$ cat config.mk
export PLATFORM = sky130hd
export DESIGN_NAME = kdsr_out_buf
export DESIGN_NICKNAME = d
export VERILOG_FILES = /design/src/rtl/kdsr_pkg.sv /design/src/rtl/kdsr_out_buf.sv
export SDC_FILE = /design/constraint.sdc
export NUM_CORES = 1
export LEC_CHECK = 0
export ABC_AREA = 1
export BUFFER_PORTS_ARGS = -buffer_cell sky130_fd_sc_hd__buf_2
export CORE_MARGIN = 10
export CORE_UTILIZATION = 48
export CTS_CLUSTER_SIZE = 10
export DETAILED_ROUTE_END_ITERATION = 7
export GPL_TIMING_DRIVEN = 0
export PLACE_DENSITY = 0.85
export REMOVE_ABC_BUFFERS = 1
export SYNTH_ARGS = -nofsm -noshare
export SYNTH_HDL_FRONTEND = slang
export SYNTH_SLANG_ARGS = --single-unit
$ cat constraint.sdc
create_clock -name clk -period 3.5 [get_ports clk]
set_clock_uncertainty 0.05 [all_clocks]
set_input_delay 0 -clock clk [delete_from_list [all_inputs] [get_ports clk]]
set_output_delay 0 -clock clk [all_outputs]
set_load 0.02 [all_outputs]
$ cat src/rtl/kdsr_pkg.sv
// ============================================================================
// kdsr_pkg
// Shared types, codes and the key pair resolution function of the key
// debounce block.
// ============================================================================
package kdsr_pkg;

    // defaults of the top level parameters
    localparam int NUM_KEYS_DEF           = 256;
    localparam int MAX_FLUSH_PER_TICK_DEF = 32;
    localparam int MAX_DEBOUNCE_DEF       = 250;

    // configuration reset values
    localparam logic [7:0] DEBOUNCE_RST      = 8'd50;
    localparam logic [7:0] PAIR_A_FIRST_RST  = 8'd30;
    localparam logic [7:0] PAIR_A_SECOND_RST = 8'd32;
    localparam logic [7:0] PAIR_B_FIRST_RST  = 8'd105;
    localparam logic [7:0] PAIR_B_SECOND_RST = 8'd106;

    // configuration register indexes
    localparam logic [2:0] CFG_DEBOUNCE      = 3'd0;
    localparam logic [2:0] CFG_PAIR_A_EN     = 3'd1;
    localparam logic [2:0] CFG_PAIR_B_EN     = 3'd2;
    localparam logic [2:0] CFG_PAIR_A_FIRST  = 3'd3;
    localparam logic [2:0] CFG_PAIR_A_SECOND = 3'd4;
    localparam logic [2:0] CFG_PAIR_B_FIRST  = 3'd5;
    localparam logic [2:0] CFG_PAIR_B_SECOND = 3'd6;

    // input opcodes
    localparam logic OP_EVENT = 1'b0;
    localparam logic OP_TICK  = 1'b1;

    // key values
    localparam logic [1:0] KV_RELEASE = 2'd0;
    localparam logic [1:0] KV_PRESS   = 2'd1;
    localparam logic [1:0] KV_REPEAT  = 2'd2;
    localparam logic [1:0] KV_INVALID = 2'd3;

    // pair winner codes
    localparam logic [1:0] WIN_NONE   = 2'd0;
    localparam logic [1:0] WIN_FIRST  = 2'd1;
    localparam logic [1:0] WIN_SECOND = 2'd2;

    // one cleaned key event
    typedef struct packed {
        logic [7:0] key;
        logic [1:0] value;
    } res_t;

    // control from the sequencer to the result buffer
    typedef struct packed {
        logic push;
        logic fin;
        res_t beat;
    } buf_ctl_t;

    // status from the result buffer
    typedef struct packed {
        logic ready;
        logic holding;
    } buf_stat_t;

    // outcome of one pair resolution step
    typedef struct packed {
        logic [1:0] phys;
        logic [1:0] winner;
        res_t       r0;
        res_t       r1;
        logic [1:0] count;
    } pair_res_t;

    // last-input-priority step for one key of a pair
    function automatic pair_res_t pair_resolve(
        input logic [7:0] code,
        input logic       press,
        input logic [7:0] k1,
        input logic [7:0] k2,
        input logic [1:0] phys,
        input logic [1:0] winner
    );
        logic       idx;
        logic [7:0] other;
        logic [7:0] win_code;
        logic [1:0] own_m;
        logic [1:0] oth_m;
        pair_res_t  r;
        idx      = (code == k1) ? 1'b0 : 1'b1;
        other    = idx ? k1 : k2;
        win_code = (winner == WIN_FIRST) ? k1 : k2;
        own_m    = idx ? 2'b10 : 2'b01;
        oth_m    = idx ? 2'b01 : 2'b10;
        r.phys   = press ? (phys | own_m) : (phys & ~own_m);
        r.winner = winner;
        r.r0     = '{key: code, value: KV_RELEASE};
        r.r1     = '{key: code, value: KV_RELEASE};
        r.count  = 2'd0;
        if (press) begin
            if (winner != WIN_NONE && win_code == other) begin
                r.r0    = '{key: other, value: KV_RELEASE};
                r.r1    = '{key: code, value: KV_PRESS};
                r.count = 2'd2;
            end
            else begin
                r.r0    = '{key: code, value: KV_PRESS};
                r.count = 2'd1;
            end
            r.winner = idx ? WIN_SECOND : WIN_FIRST;
        end
        else if (winner != WIN_NONE && win_code == code) begin
            r.winner = WIN_NONE;
            r.r0     = '{key: code, value: KV_RELEASE};
            r.count  = 2'd1;
            if ((r.phys & oth_m) != 2'b00) begin
                r.winner = idx ? WIN_FIRST : WIN_SECOND;
                r.r1     = '{key: other, value: KV_PRESS};
                r.count  = 2'd2;
            end
        end
        return r;
    endfunction

endpackage

$ cat src/rtl/kdsr_out_buf.sv
// ============================================================================
// kdsr_out_buf
// Result buffer: one hold stage that keeps the newest result until it is
// known whether it is the final one, and the output register.
// ============================================================================
module kdsr_out_buf (
    input  logic               clk,
    input  logic               rst_n,
    input  kdsr_pkg::buf_ctl_t ctl,
    output kdsr_pkg::buf_stat_t stat,
    output logic               out_valid,
    input  logic               out_ready,
    output logic [7:0]         out_key,
    output logic [1:0]         out_value,
    output logic               last
);
    import kdsr_pkg::*;

    logic hold_valid_reg;
    logic hold_valid_next;
    res_t hold_reg;
    res_t hold_next;
    logic out_valid_reg;
    logic out_valid_next;
    res_t out_reg;
    res_t out_next;
    logic last_reg;
    logic last_next;
    logic can_move;
    logic move;

    // hand-over conditions
    assign can_move     = !out_valid_reg || out_ready;
    assign stat.ready   = !hold_valid_reg || can_move;
    assign stat.holding = hold_valid_reg;
    assign move         = hold_valid_reg && can_move && (ctl.push || ctl.fin);

    // next state of hold stage and output register
    always_comb
    begin
        hold_valid_next = hold_valid_reg;
        hold_next       = hold_reg;
        out_valid_next  = out_valid_reg;
        out_next        = out_reg;
        last_next       = last_reg;
        if (ctl.push && stat.ready)
        begin
            hold_valid_next = 1'b1;
            hold_next       = ctl.beat;
        end
        else if (move)
        begin
            hold_valid_next = 1'b0;
        end
        if (move)
        begin
            out_valid_next = 1'b1;
            out_next       = hold_reg;
            last_next      = ctl.fin;
        end
        else if (out_ready)
        begin
            out_valid_next = 1'b0;
        end
    end

    // control flags
    always_ff @(posedge clk or negedge rst_n)
    begin
        if (!rst_n)
        begin
            hold_valid_reg <= 1'b0;
            out_valid_reg  <= 1'b0;
        end
        else
        begin
            hold_valid_reg <= hold_valid_next;
            out_valid_reg  <= out_valid_next;
        end
    end

    // payload
    always_ff @(posedge clk)
    begin
        hold_reg <= hold_next;
        out_reg  <= out_next;
        last_reg <= last_next;
    end

    assign out_valid = out_valid_reg;
    assign out_key   = out_reg.key;
    assign out_value = out_reg.value;
    assign last      = last_reg;

endmodule

==> metrics.txt, run 1 <==
RSZ-0062 raised after global routing false; Yosys top cell by area edfxtp_1; met3 wire len 155 microns; fmax 620.9 MHz; Post-Route WL 1687 microns; arrival time worst endpoint 1.50 ns; CP max stage delay 0.65 ns; clock-pin slew on the worst setup and hold paths 0.11 ns; min cycle time layout 1.611 ns; gr usage total 0.09913; Place WS 1.927 ns; crit share post-route 0.4602; Worst Max-Slew Pin Slew 0.8357 ns; H-tree depth 1; CTS tree done; Die Footprint 0.003550 sq mm; VDD IR max 0.3344 mV; max reg flops 10; Synth top area share 0.8386; Die Y 59.58 microns; Internal 0.4112 mW; Max Used Layer met4; drt first pass iters 4; gpl congestion 0.7478; Detail Route Antenna Nets 0; critical path peak fanout 11; ant diodes 0; total power 0.5472 mW; global-route wire length before repair 2642 microns; area of the multi-input gates 52.55 sq um; CTS Sinks 23; Reg power frac 0.622; DR vias 496; run status finished clean; LEAKAGE 0.4519 nW; Clock power frac 0.211; starting density of the core 0.5050; Post-Synthesis Cell Area 752.0 sq um; IO buf count 28; Final Hold Fails 0; crit path max-delay cell type nor2_1; total gr overflow 0; # rows 14; setup slack after layout 1.889 ns; per-cell routed wire length 17.04 microns; top post-synthesis cells by area edfxtp_1 (84%), dfrtp_1 (6.7%), nand2_2 (1.7%); CP cell instances inv_2, nor2_4, nor2_1; number of global-route vias before repair 570; Max Cap Viol 0; flops & latches, synth 23; largest net degree at the start of global routing 13; TNS Setup 0 ns; kind of critical path register to register; critical path endpoint category register; switch share 0.2485; Comb pwr share 0.166; layout cell share with drive strength beyond 1 0.4217; Mean Syn Cell Area 20.89 sq um; DRC 0; final setup vio count 0; HPWL after DPL 1150 microns; Die Wd 59.58 microns; Synth Instances 36; Post-CTS Setup Bufs 0; Reg area 680.7 sq um; dpl cells 79; DR vias/cell 5.010; met2 WL 878 microns; worst-skew pair later-pin latency 0.30 ns; startpoint types register; HP Class input port to register; sequential area share after synthesis 0.9052; synth warn 0; Metal-1 WL 597 microns; I/O Pins 29; root buffer cell clkbuf_4; final non-filler cell total 99; drt initial violations 4; Core Box Area 0.001489 sq mm; Post-CTS Resized 0; Num CTS Buffers 3; Distinct cells, synth 12; Final Max Slew Viols 0; Clock Tree Buf Depth 2; synthesis-to-layout area growth 45.09%; PD cells 501.6 mW/mm^2; max_slew headroom 0.4408; net switching power 0.1360 mW; Worst Path Required 3.39 ns; initial antenna violation count 0; Fillers 88; final net count 99
==> layer usage <==
metal  global-route usage  vias up
met4              0.07051        0
met2               0.1738       30
met1              0.09665      236
met3              0.02790        6
li1                     -      224
met5                    0        -
==> worst max-delay path, delay by kind of cell, from the launching register on <==
family,cells,cell delay [ns]
and+or+nand+nor,2,0.70
DFF,1,0.41
buffers and inverters,1,0.09
==> power groups by stage <==
stage	clock, mW	sequential [mW]	combinational (mW)
floorplan	0	0.367	0.0204
global placement	0	0.344	0.0701
detailed placement	0	0.347	0.0745
CTS	0.117	0.340	0.0903
global route	0.127	0.344	0.0981
finish	0.116	0.341	0.0911
==> logic make-up after synthesis <==
logic type | share of synthesized area
and+or+nand+nor | 0.04658
AOI/OAI and AO/OA | 0.02329
DFF | 0.9052
buffers and inverters | 0.02496
==> synth_stat cells <==
cell type,n
o21ai_0,1
nor2_1,2
buf_4,1
nand2_1,1
nor2_4,1
o21bai_1,1
nand2_2,2
inv_2,1
edfxtp_1,21
o21ai_1,1
inv_1,2
dfrtp_1,2
==> worst paths after layout <==
check,from,to,slack (ns),cells past startpoint
worst min register to register,hold_reg[7],out_key[5],0.39,0
worst max register to register,out_valid,out_value[0],1.89,3
worst min-delay path,ctl[2],hold_reg[2],0.35,2
worst max-delay path,out_valid,out_value[0],1.89,3
max in group asynchronous,rst_n,out_valid,2.77,3
min in group asynchronous,rst_n,hold_valid_reg,0.50,3
==> cells in the final DEF (no fill, tap or decap) <==
cell	count
buf_2	28
edfxtp_1	21
dlygate4sd3_1	16
clkbuf_4	3
nor2_1	2
nand2_2	2
inv_1	2
dfrtp_1	2
inv_2	1
nor2_4	1
o21ai_1	1
o21bai_1	1
nand2_1	1
o21ai_0	1
clkbuf_1	1
==> layout make-up <==
cell class / count / area share
sequential: 23 / 0.6239
timing repair buffer: 44 / 0.2752
multi-input combinational: 9 / 0.04816
clock buffer: 4 / 0.02408
tap: 16 / 0.01835
inverter: 3 / 0.01032
==> repair_timing <==
item,CTS,global route
hold buffers,16,0
setup endpoints to repair,0,0
hold endpoints to repair,15,0
==> per-stage QoR <==
step	area [sq um]	hold WS (ns)	util
after floorplan	744.5	-0.3456	-
after global placement	904.6	-0.2657	0.6076
after detailed placement	904.6	-0.2643	0.6076
after CTS	1091	0.3505	0.7328
after global routing	1091	0.3605	0.7328
final	1091	0.3478	0.7328
(Power assumes the default switching activity.)
==> run 2: changes to the inputs <==
CORE_UTILIZATION = 41   (was 48)
PLACE_DENSITY = 0.78   (was 0.85)
clock period = 1.4 ns   (was 3.5 ns; I/O delays follow)
==> run 2 against run 1 <==
Net effect: core utilization is 9.4 points lower; combinational power is 150% higher; non-clock buffer count shrank 1; critical path depth up 3; global-route usage down 2.3 points; critical endpoint is now hold_reg[3]; largest power group unchanged.
==> metrics.txt, run 2 (synthesized netlist as in run 1, its figures left out) <==
run status finished clean; per-cell routed wire length 13.98 microns (-18%); most frequent CP cell nand2_2; VDD IR max 0.8107 mV (+140%); area of the multi-input gates 60.06 sq um (+14%); critical path endpoint category register; I/O Pins 29 (unchanged); Post-CTS Setup Bufs 0 (unchanged); total power 1.353 mW (+150%); DRC 0 (unchanged); synthesis-to-layout area growth 46.76%; CP cell instances dlygate4sd3_1, buf_2, nor2_4, nand2_2, nand2_2, clkinvlp_4; gpl congestion 0.6501 (-13%); Num CTS Buffers 3 (unchanged); final non-filler cell total 107 (+8.1%); worst-skew pair later-pin latency 0.29 ns (about the same); initial antenna violation count 0 (unchanged); R2R Path End hold_reg[3]; H-tree depth 1 (unchanged); Worst Max-Slew Pin Slew 0.2948 ns (-0.5408 ns); Internal 1.024 mW (+150%); commonest non-fill, non-tap cell in the layout buf_2; layout cell share with drive strength beyond 1 0.4512 (+0.02953); drt first pass iters 2 (-2); HP Class input port to register; Detail Route Antenna Nets 0 (unchanged); max_slew headroom 0.8021 (+0.3613); DR vias 443 (-11%); net switching power 0.3283 mW (+140%); FF-to-FF Start out_valid; Register-to-Register Path Depth 5 (+2); # rows 15 (+1); RSZ-0062 raised after global routing false; Final Hold Fails 0 (unchanged); Reg area 680.7 sq um (unchanged); Clock power frac 0.208 (-0.003); gr usage total 0.07574 (-0.02339); crit share post-route 0.9366; crit path max-delay cell type dlygate4sd3_1; hold path start ctl[5]; startpoint types input port; commonest cells after routing, fill and taps aside buf_2 (28), edfxtp_1 (21), dlygate4sd3_1 (15), clkbuf_4 (3); drt initial violations 3 (-1); max reg flops 10 (unchanged); Die Y 62.83 microns (+5.4%); Min-Delay Path Depth 2 (unchanged); final setup vio count 0 (unchanged); IO buf count 28 (unchanged); CTS Sinks 23 (unchanged); root buffer cell clkbuf_4; Final Max Slew Viols 0 (unchanged); arrival time worst endpoint 1.26 ns (-0.24 ns); crit path launch out_ready; number of global-route vias before repair 498 (-13%); internal reg-to-reg setup slack 0.10 ns (-1.79 ns); Max Cap Viol 0 (unchanged); Die Wd 62.83 microns (+5.4%); DR vias/cell 4.140 (-17%); final net count 98 (-1.0%); global-route wire length before repair 2373 microns (-10%); min cycle time layout 1.311 ns; PD cells 1226 mW/mm^2 (+140%); Layout Utilization 0.6391 (-0.09364); largest net degree at the start of global routing 13 (unchanged); ant diodes 0 (unchanged); starting density of the core 0.4355 (-0.06953); total gr overflow 0 (unchanged); Clock Tree Buf Depth 2 (unchanged); Core Box Area 0.001727 sq mm (+16%); CTS tree done; Place WS -0.1272 ns (-2.054 ns); setup slack after layout 0.08874 ns (-1.801 ns); Worst Path Required 1.35 ns (-2.04 ns); CP max stage delay 0.56 ns (-0.09 ns); kind of critical path input port to register; Fillers 132 (+50%); clock-pin slew on the worst setup and hold paths 0.12 ns (about the same); fmax 762.6 MHz; WHS Endpoint hold_reg[5]; LEAKAGE 0.4431 nW (-1.9%); Comb pwr share 0.166 (about the same); Post-Route WL 1496 microns (-11%); critical path peak fanout 10 (-1); switch share 0.2427 (-0.005760); dpl cells 88 (+11%); Reg power frac 0.627 (+0.005); Die Footprint 0.003947 sq mm (+11%)
-- run 2: power groups by stage --
stage	Sequential, mW	Clock, mW	Combinational [mW]
finish	0.848	0.281	0.224
CTS	0.849	0.286	0.218
floorplan	0.916	0	0.0511
global placement	0.860	0	0.176
detailed placement	0.865	0	0.181
global route	0.855	0.311	0.240
-- run 2: final cells by class --
class / count / share of cell area
Tap cell: 25 / 0.02834
Timing Repair Buffer: 43 / 0.2630
Sequential cell: 23 / 0.6168
Multi-Input combinational cell: 9 / 0.05442
Clock buffer: 4 / 0.02381
Inverter: 3 / 0.01361
-- run 2: worst max-delay path by stage --
stage | slack [ns] | cells past startpoint | end
finish | 0.09 | 6 | hold_reg[3]
floorplan | -0.13 | 2 | last
detailed placement | -0.13 | 3 | out_value[0]
CTS | 0.05 | 2 | out_key[0]
global route | 0.009 | 5 | hold_reg[2]
global placement | -0.10 | 3 | out_value[0]
-- run 2: metrics by stage --
step                      area [sq um]  TNS (ns)  hold slack (ns)
after floorplan                  744.5    -1.393          -0.3456
after CTS                         1095         0           0.3616
after detailed placement         915.9    -1.397          -0.2643
after global placement           915.9    -1.151          -0.2662
after global routing              1104         0           0.3462
final                             1104         0           0.3591
-- run 2: critical path: cells and delay by family --
family	cells	cell delay [ns]
buf+inv	3	0.93
simple gates	3	0.34
-- run 2: layer usage --
metal,GRT usage,share of wire,up-vias
met4,0.04749,0.024,0
met2,0.1372,0.55,15
met1,0.07248,0.36,204
met3,0.02330,0.068,4
li1,-,-,220
met5,0,0,-
-- run 2: timing repair --
item,in CTS,in global routing
setup endpoints to repair,11,12
hold endpoints to repair,15,0
gates resized for setup,1,2
hold buffers,15,0
==> run 3: changes to the inputs <==
ABC_AREA = 0   (was 1)
PLACE_DENSITY = 0.77   (was 0.78)
==> run 3 against run 2 <==
Net effect: hold slack got worse by 0.011 ns; core utilization increased by 1.8 points; combinational power hardly changed; global-route usage grew 0.47 points; critical path type is now register to register; critical endpoint is now out_key[3]; highest routed layer unchanged; register-to-register slack gained 0.02 ns; design area up 3.9%.
==> metrics.txt, run 3 <==
final setup vio count 0 (unchanged); switch share 0.2401 (-0.002599); Final Max Slew Viols 0 (unchanged); Core Box Area 0.001745 sq mm (+1.1%); Worst Max-Slew Pin Slew 0.3382 ns (+0.04340 ns); min cycle time layout 1.278 ns (-0.03341 ns); arrival time worst endpoint 1.26 ns (about the same); critical path peak fanout 11 (+1); I/O Pins 29 (unchanged); Distinct cells, synth 11 (-1); drt initial violations 10 (+7); Place WS -0.3241 ns (-0.1969 ns); # rows 15 (unchanged); met2 WL 776 microns (-5.8%); kind of critical path register to register; max_slew headroom 0.7730 (-0.02913); TNS Setup 0 ns (unchanged); CTS tree done; max reg flops 10 (unchanged); ant diodes 0 (unchanged); top post-synthesis cells by area edfxtp_1 (82%), dfrtp_1 (6.5%), a31oi_4 (2.8%); final net count 97 (-1.0%); Internal 1.027 mW (+0.25%); Worst Path Required 1.38 ns (+0.03 ns); clock-pin slew on the worst setup and hold paths 0.11 ns (about the same); synthesis-to-layout area growth 49.67%; DR vias 462 (+4.3%); final non-filler cell total 106 (-0.93%); commonest non-fill, non-tap cell in the layout buf_2; Die Footprint 0.003996 sq mm (+1.2%); PD cells 1179 mW/mm^2 (-3.8%); global-route wire length before repair 2449 microns (+3.2%); fmax 782.6 MHz (+2.6%); setup slack after layout 0.1221 ns (+0.03341 ns); Die Y 63.22 microns (+0.62%); Final Hold Fails 0 (unchanged); Die Wd 63.22 microns (+0.62%); Num CTS Buffers 3 (unchanged); starting density of the core 0.4387 (+0.003202); HP Class input port to register; placed cell area 929.6 sq um (+1.5%); commonest cells after routing, fill and taps aside buf_2 (28), edfxtp_1 (21), dlygate4sd3_1 (15), clkbuf_4 (3); layout cell share with drive strength beyond 1 0.4691 (+0.01792); initial antenna violation count 0 (unchanged); H-tree depth 1 (unchanged); met3 wire len 120 microns (+18%); Comb pwr share 0.167 (about the same); area of the multi-input gates 92.59 sq um (+54%); Detail Route Antenna Nets 0 (unchanged); Synth top area share 0.8235 (-0.01507); DR vias/cell 4.358 (+5.3%); most common cell in the netlist edfxtp_1; sequential area share after synthesis 0.8889 (-0.01627); drt first pass iters 4 (+2); number of synthesized flops with an enable pin 21 (unchanged); gpl congestion 0.6720 (+3.4%); Synth Instances 34 (-5.6%); Yosys top cell by area edfxtp_1; HPWL after DPL 1030 microns; RSZ-0062 raised after global routing false; Post-synth ARST share 0.08696 (unchanged); Reg power frac 0.622 (-0.005); root buffer cell clkbuf_4; critical path endpoint category register; CTS Sinks 23 (unchanged); Max Cap Viol 0 (unchanged); number of global-route vias before repair 503 (+1.0%); Layout Utilization 0.6566 (+0.01750); Max Used Layer met4; gr usage total 0.08039 (+0.004658); VDD IR max 0.5969 mV (-26%); post-route cell area 0.001146 sq mm (+3.9%); Clock Tree Buf Depth 2 (unchanged); Top FF cell, synth edfxtp_1; dpl cells 86 (-2.3%); net switching power 0.3245 mW (-1.2%); Mean Syn Cell Area 22.52 sq um (+7.8%); crit share post-route 0.9128 (-0.02387); synth warn 0 (unchanged); Reg area 680.7 sq um (unchanged); Fillers 115 (-13%); Clock power frac 0.211 (+0.003); flops & latches, synth 23 (unchanged); Post-Route WL 1512 microns (+1.1%); total gr overflow 0 (unchanged); Metal-1 WL 586 microns (+10%); largest net degree at the start of global routing 14 (+1); Post-Synthesis Cell Area 765.7 sq um (+1.8%); per-cell routed wire length 14.26 microns (+2.0%); LEAKAGE 0.4599 nW (+3.8%); startpoint types register; worst-skew pair later-pin latency 0.30 ns (about the same); IO buf count 28 (unchanged); DRC 0 (unchanged); run status finished clean; Synth top cells by count edfxtp_1 (21), dfrtp_1 (2), nand2_1 (2), nor2_1 (2)
==> run 3: worst max-delay path, cell delays in order (launching register included) <==
cell     delay [ns]
dfrtp_1        0.47
o21ai_1        0.19
nor2_4         0.16
buf_12         0.14
==> run 3: cells by family (layout without fill, tap and decap cells) <==
kind of cell	count (synthesis)	count (layout)	share of synthesized area
AOI/OAI and AO/OA	3	3	0.04084
buffers and inverters	2	49	0.01470
DFF	23	23	0.8889
and+or+nand+nor	6	6	0.05555
==> run 3: repair_timing <==
item / in CTS / in global routing
endpoints found under the setup margin: 21 / 11
setup buffers: 0 / 1
pin swaps: 0 / 1
hold buffers: 15 / 0
endpoints found under the hold margin: 15 / 0
gates resized for setup: 4 / 1
==> run 3: cell type report <==
class,count,area share
Clock buffer,3,0.01965
Clock inverter,1,0.004367
Inverter,1,0.003275
Multi-Input combinational cell,9,0.08079
Sequential cell,23,0.5939
Tap cell,25,0.02729
Timing Repair Buffer,44,0.2707
==> run 3: worst paths after layout <==
| kind | start | to | slack (ns) | cells past startpoint |
|---|---|---|---|---|
| max in group asynchronous | rst_n | hold_valid_reg | 0.64 | 3 |
| min reg2reg | hold_reg[1] | out_value[1] | 0.38 | 0 |
| max | hold_valid_reg | out_key[3] | 0.12 | 3 |
| min in group asynchronous | rst_n | out_valid | 0.52 | 3 |
| max reg2reg | hold_valid_reg | out_key[3] | 0.12 | 3 |
| min | ctl[5] | hold_reg[5] | 0.35 | 2 |
==> run 3: layer usage <==
| metal | up-vias | track usage |
|---|---|---|
| met5 | - | 0 |
| met4 | 0 | 0.06557 |
| met3 | 2 | 0.03357 |
| met2 | 19 | 0.1371 |
| met1 | 222 | 0.07315 |
| li1 | 219 | - |
==> run 3: power groups by stage <==
stage,sequential (mW),combinational (mW),clock (mW)
floorplan,0.900,0.0482,0
global placement,0.853,0.161,0
detailed placement,0.856,0.166,0
CTS,0.841,0.208,0.298
global route,0.847,0.242,0.334
finish,0.841,0.226,0.285
==> run 3: through the flow <==
step / hold slack [ns] / power (mW)
floorplan: -0.3456 / 0.9484
global placement: -0.2617 / 1.014
detailed placement: -0.2564 / 1.022
CTS: 0.3379 / 1.347
global route: 0.3265 / 1.423
finish: 0.3479 / 1.351
